File: config.mk
export PLATFORM = sky130hd
export DESIGN_NAME = sdspi_divider
export DESIGN_NICKNAME = d
export VERILOG_FILES = /design/src/rtl/core/sd_card_spi_slave_macros.svh /design/src/rtl/core/sdspi_pkg.sv /design/src/rtl/core/sdspi_divider.sv
export SDC_FILE = /design/constraint.sdc
export NUM_CORES = 1
export LEC_CHECK = 0
export BUFFER_PORTS_ARGS = -buffer_cell sky130_fd_sc_hd__clkbuf_2
export CORE_ASPECT_RATIO = 1.5
export CORE_MARGIN = 4
export CORE_UTILIZATION = 53
export CTS_BUF_LIST = sky130_fd_sc_hd__clkbuf_4 sky130_fd_sc_hd__clkbuf_8 sky130_fd_sc_hd__clkbuf_16
export DETAILED_ROUTE_END_ITERATION = 10
export HOLD_SLACK_MARGIN = 0.03
export PLACE_DENSITY = 0.91
export SLEW_MARGIN = 20
export SYNTH_ARGS = -nofsm -noshare
export SYNTH_HDL_FRONTEND = slang
export SYNTH_SLANG_ARGS = --single-unit
export TNS_END_PERCENT = 5
File: constraint.sdc
create_clock -name clk -period 5 [get_ports clk]
set_input_delay 1.25 -clock clk [delete_from_list [all_inputs] [get_ports clk]]
set_output_delay 1.25 -clock clk [all_outputs]
set_load 0.05 [all_outputs]
File: src/rtl/core/sd_card_spi_slave_macros.svh
// Assertion macros used by the SD card SPI slave RTL.
`ifndef SD_CARD_SPI_SLAVE_MACROS_SVH
`define SD_CARD_SPI_SLAVE_MACROS_SVH
`ifndef SYNTHESIS
// Same-cycle implication, sampled on clk and switched off during rst.
`define SDSPI_ASSERT_IMP(lbl, ante, cons) \
  lbl: assert property (@(posedge clk) disable iff (rst) (ante) |-> (cons)) \
    else $error("%m: check failed");
// Next-cycle implication, sampled on clk and switched off during rst.
`define SDSPI_ASSERT_NXT(lbl, ante, cons) \
  lbl: assert property (@(posedge clk) disable iff (rst) (ante) |=> (cons)) \
    else $error("%m: check failed");
`else
`define SDSPI_ASSERT_IMP(lbl, ante, cons)
`define SDSPI_ASSERT_NXT(lbl, ante, cons)
`endif
`endif

File: src/rtl/core/sdspi_pkg.sv
// Types, constants and tables of the SD card SPI slave.
`default_nettype none
package sdspi_pkg;

  localparam int STORE_BYTES  = 65536;
  localparam int STORE_AW     = $clog2(STORE_BYTES);
  localparam int MAX_BLOCK    = 512;
  localparam int BUFFER_DEPTH = 520;
  localparam int BUF_AW       = $clog2(BUFFER_DEPTH);
  localparam int CNT_W        = 10;
  localparam int ARG_W        = 32;
  localparam int OFF_W        = ARG_W + CNT_W;
  localparam int DIV_CNT_W    = $clog2(ARG_W + 1);

  localparam logic CFG_CARD_PRESENT    = 1'b0;
  localparam logic CFG_BYTE_ADDRESSING = 1'b1;

  localparam logic [7:0] TOKEN_START = 8'hFE;

  localparam logic [5:0] CMD_GO_IDLE    = 6'd0;
  localparam logic [5:0] CMD_SEND_OP    = 6'd1;
  localparam logic [5:0] CMD_IF_COND    = 6'd8;
  localparam logic [5:0] CMD_SEND_CSD   = 6'd9;
  localparam logic [5:0] CMD_SEND_CID   = 6'd10;
  localparam logic [5:0] CMD_STOP       = 6'd12;
  localparam logic [5:0] CMD_STATUS     = 6'd13;
  localparam logic [5:0] CMD_SET_BLEN   = 6'd16;
  localparam logic [5:0] CMD_READ_ONE   = 6'd17;
  localparam logic [5:0] CMD_READ_MULTI = 6'd18;
  localparam logic [5:0] CMD_WRITE_ONE  = 6'd24;
  localparam logic [5:0] CMD_APP_OP     = 6'd41;
  localparam logic [5:0] CMD_APP_CMD    = 6'd55;
  localparam logic [5:0] CMD_READ_OCR   = 6'd58;
  localparam logic [5:0] CMD_CRC_ON     = 6'd59;

  localparam logic [7:0] CID_BYTES [16] = '{
    8'h4D, 8'h4D, 8'h44, 8'h4D, 8'h43, 8'h41, 8'h52, 8'h44,
    8'h10, 8'h12, 8'h34, 8'h56, 8'h78, 8'h01, 8'h59, 8'h00
  };

  typedef enum logic [18:0] {
    ST_IDLE    = 19'h00001,
    ST_CLEAR   = 19'h00002,
    ST_BYTE    = 19'h00004,
    ST_GIVE    = 19'h00008,
    ST_GIVE_RD = 19'h00010,
    ST_OUT     = 19'h00020,
    ST_CONST   = 19'h00040,
    ST_DIV     = 19'h00080,
    ST_MUL     = 19'h00100,
    ST_CHK     = 19'h00200,
    ST_SRD     = 19'h00400,
    ST_SWR     = 19'h00800,
    ST_BRD     = 19'h01000,
    ST_BWR     = 19'h02000,
    ST_CRD     = 19'h04000,
    ST_CUP     = 19'h08000,
    ST_CWH     = 19'h10000,
    ST_CWL     = 19'h20000,
    ST_FIN     = 19'h40000
  } state_t;

  typedef enum logic [8:0] {
    M_IDLE   = 9'h001,
    M_WAITFE = 9'h002,
    M_WDATA  = 9'h004,
    M_MULTI  = 9'h008,
    M_INA    = 9'h010,
    M_READY  = 9'h020,
    M_STBY   = 9'h040,
    M_TRAN   = 9'h080,
    M_DATA   = 9'h100
  } mode_t;

  typedef enum logic [2:0] {
    J_SIMPLE, J_CID, J_READ, J_ARG, J_PKT, J_WRITE
  } job_t;

  typedef enum logic [3:0] {
    R_R1_01, R_R1_00, R_R1_FF, R_IF_COND, R_CID, R_TOKEN, R_OCR,
    R_PKT, R_WR_OK, R_WR_BAD
  } rsel_t;

  typedef struct packed {
    logic             start;
    logic [ARG_W-1:0] dividend;
    logic [CNT_W-1:0] divisor;
  } div_req_t;

  typedef struct packed {
    logic             done;
    logic [ARG_W-1:0] quotient;
  } div_rsp_t;

  function automatic logic [4:0] reply_len(input rsel_t sel);
    case (sel)
      R_IF_COND: return 5'd5;
      R_CID:     return 5'd19;
      R_TOKEN:   return 5'd3;
      R_OCR:     return 5'd5;
      R_WR_OK:   return 5'd2;
      R_WR_BAD:  return 5'd2;
      default:   return 5'd1;
    endcase
  endfunction

  function automatic logic [7:0] reply_byte(input rsel_t sel, input logic [4:0] idx,
                                            input logic byte_addr);
    logic [4:0] cid_idx;
    cid_idx = idx - 5'd3;
    case (sel)
      R_R1_01:   return 8'h01;
      R_R1_00:   return 8'h00;
      R_R1_FF:   return 8'hFF;
      R_IF_COND: begin
        case (idx)
          5'd0:    return 8'h01;
          5'd3:    return 8'h01;
          5'd4:    return 8'hAA;
          default: return 8'h00;
        endcase
      end
      R_CID: begin
        case (idx)
          5'd0:    return 8'h00;
          5'd1:    return 8'hFF;
          5'd2:    return TOKEN_START;
          default: return CID_BYTES[cid_idx[3:0]];
        endcase
      end
      R_TOKEN: begin
        case (idx)
          5'd0:    return 8'h00;
          5'd1:    return 8'hFF;
          default: return TOKEN_START;
        endcase
      end
      R_OCR:     return (idx == 5'd1 && !byte_addr) ? 8'h40 : 8'h00;
      R_PKT:     return TOKEN_START;
      R_WR_OK:   return (idx == 5'd0) ? 8'h05 : 8'h01;
      R_WR_BAD:  return (idx == 5'd0) ? 8'h0D : 8'h01;
      default:   return 8'hFF;
    endcase
  endfunction

  // CRC16 with polynomial 0x1021, one byte folded in msb first.
  function automatic logic [15:0] crc_byte(input logic [15:0] crc, input logic [7:0] b);
    logic [15:0] c;
    c = crc ^ {b, 8'h00};
    for (int i = 0; i < 8; i++) begin
      c = c[15] ? ({c[14:0], 1'b0} ^ 16'h1021) : {c[14:0], 1'b0};
    end
    return c;
  endfunction

endpackage
`default_nettype wire

File: src/rtl/core/sdspi_divider.sv
// Restoring divider that yields one quotient bit a cycle.
`default_nettype none
module sdspi_divider (
  input  logic               clk,
  input  logic               rst,
  input  sdspi_pkg::div_req_t req,
  output sdspi_pkg::div_rsp_t rsp
);

  localparam int AW = sdspi_pkg::ARG_W;
  localparam int DW = sdspi_pkg::CNT_W;
  localparam int CW = sdspi_pkg::DIV_CNT_W;

  logic [CW-1:0] cnt;
  logic          busy;
  logic          done;
  logic [DW-1:0] rem;
  logic [AW-1:0] quo;
  logic [DW-1:0] divisor;
  logic [DW:0]   trial;

  assign trial = {rem, quo[AW-1]};

  always_ff @(posedge clk) begin
    if (rst) begin
      busy <= 1'b0;
      done <= 1'b0;
      cnt  <= '0;
    end else begin
      done <= 1'b0;
      if (req.start) begin
        busy    <= 1'b1;
        cnt     <= CW'(AW);
        rem     <= '0;
        quo     <= req.dividend;
        divisor <= req.divisor;
      end else if (busy) begin
        if (trial >= {1'b0, divisor}) begin
          rem <= DW'(trial - {1'b0, divisor});
          quo <= {quo[AW-2:0], 1'b1};
        end else begin
          rem <= trial[DW-1:0];
          quo <= {quo[AW-2:0], 1'b0};
        end
        cnt <= cnt - 1'b1;
        if (cnt == CW'(1)) begin
          busy <= 1'b0;
          done <= 1'b1;
        end
      end
    end
  end

  assign rsp.done     = done;
  assign rsp.quotient = quo;

endmodule
`default_nettype wire

# Yosys cells after proc, flatten, opt, wreduce, memory -nomap -nowiden
# Index checks and enable logic that the tools add are counted.
[op_classes]
bitwise = 2
magnitude_cmp = 1
eq_ne = 1
n_reduce_logical = 5
addsub = 2
mux = 11
[ops]
columns = ["operator", "count"]
rows = [
  ["32-bit 2-to-1 mux", 2],
  ["10-bit 2-to-1 mux", 2],
  ["6-bit 2-to-1 mux", 2],
  ["11-bit by 10-bit greater-or-equal comparator with 1-bit output", 1],
  ["10-bit subtractor", 1],
  ["6-bit by 1-bit equality test with 1-bit output, second input constant", 1],
  ["6-bit by 1-bit subtractor with 6-bit output, second input constant", 1],
  ["1-bit 2-to-1 mux", 5],
  ["2-bit AND reduction", 2],
  ["3-bit OR reduction", 1],
  ["1-bit NOT", 2],
  ["2-bit nonzero test", 1],
  ["2-bit OR reduction", 1],
]
[word_totals]
reg_bits = 60
inputBits = 45
elab_cells = 29

# Depth between registers and ports, before layout
[depth]
ltp_word = 4
mapped_depth = 9
mapped_depth_nobuf = 9

# Worst setup path before layout
# No wires, ideal clock.
[synth_path]
kind = "in2reg"
start = "in req[42] (netlist name)"
end = "reg quo[0], enable pin"
required_ps = 4559
path_buffers = 2
setup_time_ps = 441
path_stages = 4
t_arrival_ps = 3598
slack_ps = 960
cell_sequence = "clkbuf_1 -> clkbuf_1 -> nor2_1 -> nor2_1"
[synth_via]
elab_chain_cells = 2
[synth_rtl]
columns = ["item", "line_no", "text"]
rows = [
  ["start: declaration", "sdspi_divider.sv:6", "input sdspi_pkg::div_req_t req,"],
  ["2-bit nonzero test (no source line)", "-", ""],
  ["2-bit AND reduction (no source line)", "-", ""],
  ["end signal: assignment", "sdspi_divider.sv:35", "quo <= req.dividend;"],
  ["end signal: assignment", "sdspi_divider.sv:40", "quo <= {quo[AW-2:0], 1'b1};"],
  ["end signal: assignment", "sdspi_divider.sv:43", "quo <= {quo[AW-2:0], 1'b0};"],
  ["end: declaration", "sdspi_divider.sv:18", "logic [AW-1:0] quo;"],
]
# Every way passes these cells.
# A chain may end at the register's enable or synchronous reset.

# Final worst setup path
[layout_path]
start = "in req[42] (netlist name)"
end = "reg divisor[5], enable pin"
[layout_via]
elab_chain_cells = 1
[layout_rtl]
columns = ["item", "line_no", "text"]
rows = [
  ["2-bit AND reduction (no source line)", "-", ""],
  ["end signal: assignment", "sdspi_divider.sv:36", "divisor <= req.divisor;"],
  ["end: declaration", "sdspi_divider.sv:19", "logic [DW-1:0] divisor;"],
]
# Every way passes these cells.

==> reports/metrics.cfg <==
[worst_setup_path]
cp-endpoint = divisor[5]$_DFFE_PP_
worstPathMaxFanout = 43
reg2reg_depth = 6
critPathLaunch = req[42]
cp.required_ns = 4.97
path_class = in -> reg
worstSetupEndpointType = flop
r2r_slack_ns = 2.20
setup.worst_path.start_class = input pin
worstReg2RegStart = rem[0]$_SDFFCE_PP0P_
cp.arrival_ns = 3.32
rr_endpoint = rem[6]$_SDFFCE_PP0P_

[logic_synthesis]
ys.flop_type = edfxtp_1
synth_nets = 294
synth-edff-count = 52
yosysUniqueCellTypes = 46
syn_inst = 236
ys_seq_area_share_pct = 56.7
syn_area_sq_um = 3040
ys_seq_elements = 60
yosys_warnings = 0
synth.avg_cell_area_sq_um = 12.9
async_flop_share_pct = 0

[timing]
finalCritPeriodShare_pct = 67.1
skew_ns = 0.00616
whs_ns = 0.554
tightest_slew_ns = 0.976
max-slew-margin-rel_pct = 35.0
fmax_mhz = 298
rsz0062_at_grt = no
final_hold_viol_count = 0
fin_setup_tns_ns = 0
final-max-slew-violation-count = 0
period_needed_ns = 3.35
finalSetupViolCount = 0

[die]
die_x_um = 69.8
start_util_pct = 54.9
fp.coreArea_sq_um = 5530
fp.dieH_um = 101
row_count = 33
ios = 78
dieArea_sq_um = 7030

[global_routing]
antenna_found_initial = 0
grt_pass1_vias = 2229
grt_usage_pct = 19.9
overflow = 0
grt_pass1_wl_mm = 10.8
grt_max_degree = 44

[routing]
first_pass_iters = 5
drc = 0
vias = 2230
routed_wl_mm = 6.80
wl_per_cell_um = 17.4
vias_per_cell = 5.70
drt_first_iter_violations = 149
postRouteAntennaNets = 0

[flow_run]
maxCapViolCount = 0

[cells_and_area]
layout_commonest_cell = clkbuf_2
diodes = 0
stdcell_count = 391
finalNetCount = 374
layout_common_cells = clkbuf_2, edfxtp_1, mux2_2, nor2_1
area_growth_pct = 22.1
layout-drive-gt1-share_pct = 41.4

[clock_tree]
ctsResizeCount = 0
root_buffer = clkbuf_8
postCtsHoldBufs = 0
clockBufferDepth = 2
cts.clk_slew.worst_paths_ns = 0.06
cts_sinks = 60
htreeDepth = 3
insertion_delay_ns = 0.35
tritoncts = done
tritoncts.num_buffers = 9
cts_setup_buffers = 0

[power]
finalPower_mw = 1.40
power.static_leakage_nw = 1.56
peakVddDrop_mv = 0.291
power.density_nw_per_um2 = 377

[status]
status = complete, no violations

[place]
post-place-cells = 374
gp_congestion = 0.809
io_buffers = 77
dp_hpwl_mm = 4.49

[worst_hold_path]
min_path_type = reg -> reg

critical path: stages:
cell      delay [ns]
clkbuf_2        0.72
inv_1           0.51
nor2_1          0.84
routing by layer:
metal	track usage, %	wire (um)	vias up
li1	-	-	1040
met1	23.5	2610	1084
met2	33.2	3600	90
met3	5.99	403	16
met4	9.59	187	0
met5	0	0	-
cell families after synthesis:
| logic type | after synthesis | synth area share, % |
|---|---|---|
| xor gates and xnor gates | 7 | 2.02 |
| muxes | 41 | 15.0 |
| buffers and inverters | 24 | 3.17 |
| and+or+nand+nor | 58 | 9.56 |
| AOI/OAI and AO/OA | 33 | 7.95 |
| DFF | 60 | 56.7 |
| adders and majority gates | 13 | 5.60 |
where the power goes:
group          internal (mW)  switching, mW  total, mW
logic                  0.119          0.189      0.308
registers              0.593         0.0213      0.614
clock network          0.281          0.196      0.478
how the worst min path moves through the flow:
stage	from	end	slack [ns]	depth (start not counted)
after floorplan	cnt[1]$_SDFFE_PP0P_	cnt[1]$_SDFFE_PP0P_	0.47	2
after global placement	cnt[1]$_SDFFE_PP0P_	cnt[1]$_SDFFE_PP0P_	0.48	2
after detailed placement	cnt[1]$_SDFFE_PP0P_	cnt[1]$_SDFFE_PP0P_	0.51	2
after CTS	cnt[1]$_SDFFE_PP0P_	cnt[1]$_SDFFE_PP0P_	0.55	2
after global routing	cnt[1]$_SDFFE_PP0P_	cnt[1]$_SDFFE_PP0P_	0.59	2
final	cnt[1]$_SDFFE_PP0P_	cnt[1]$_SDFFE_PP0P_	0.55	2
synth_stat cells, drive strengths merged (3+ instances only):
| library cell | number | area [sq um] |
|---|---|---|
| nor3 | 5 | 25.0 |
| nor2 | 17 | 63.8 |
| inv | 15 | 56.3 |
| a21oi | 9 | 45.0 |
| dfxtp | 8 | 160 |
| or2 | 3 | 18.8 |
| a211oi | 3 | 22.5 |
| mux2i | 7 | 70.1 |
| o21ai | 6 | 30.0 |
| xnor2 | 4 | 35.0 |
| xor2 | 3 | 26.3 |
| nand2 | 15 | 56.3 |
| nand3 | 3 | 15.0 |
| clkbuf | 6 | 22.5 |
| ha | 12 | 150 |
| mux2 | 34 | 387 |
| buf | 3 | 17.5 |
| edfxtp | 52 | 1560 |
state kept, by name (all words and copies together) (netlist names):
| name | flops |
|---|---|
| rem | 10 |
| quo | 32 |
| busy | 1 |
| divisor | 10 |
| cnt | 6 |
| done | 1 |
through the flow:
| stage | setup slack (ns) | util [%] | area (sq um) |
|---|---|---|---|
| 2_1_floorplan | 0.960 | - | 3040 |
| 5_1_grt | 1.44 | 67.0 | 3710 |
| 6_report | 1.65 | 67.0 | 3710 |
| 3_5_place_dp | 1.27 | 62.9 | 3480 |
| 3_3_place_gp | 1.37 | 62.9 | 3480 |
| 4_1_cts | 1.60 | 66.7 | 3690 |
cell type report:
type | instances | area, sq um
clock buffers | 10 | 131
clock inverters | 6 | 78.8
fillers | 395 | 1820
inverters | 15 | 56.3
multi-input cells | 152 | 1230
flip-flops and latches | 60 | 1720
well taps | 70 | 87.6
repair buffers | 78 | 405
Power figures use the tool's default switching activity.
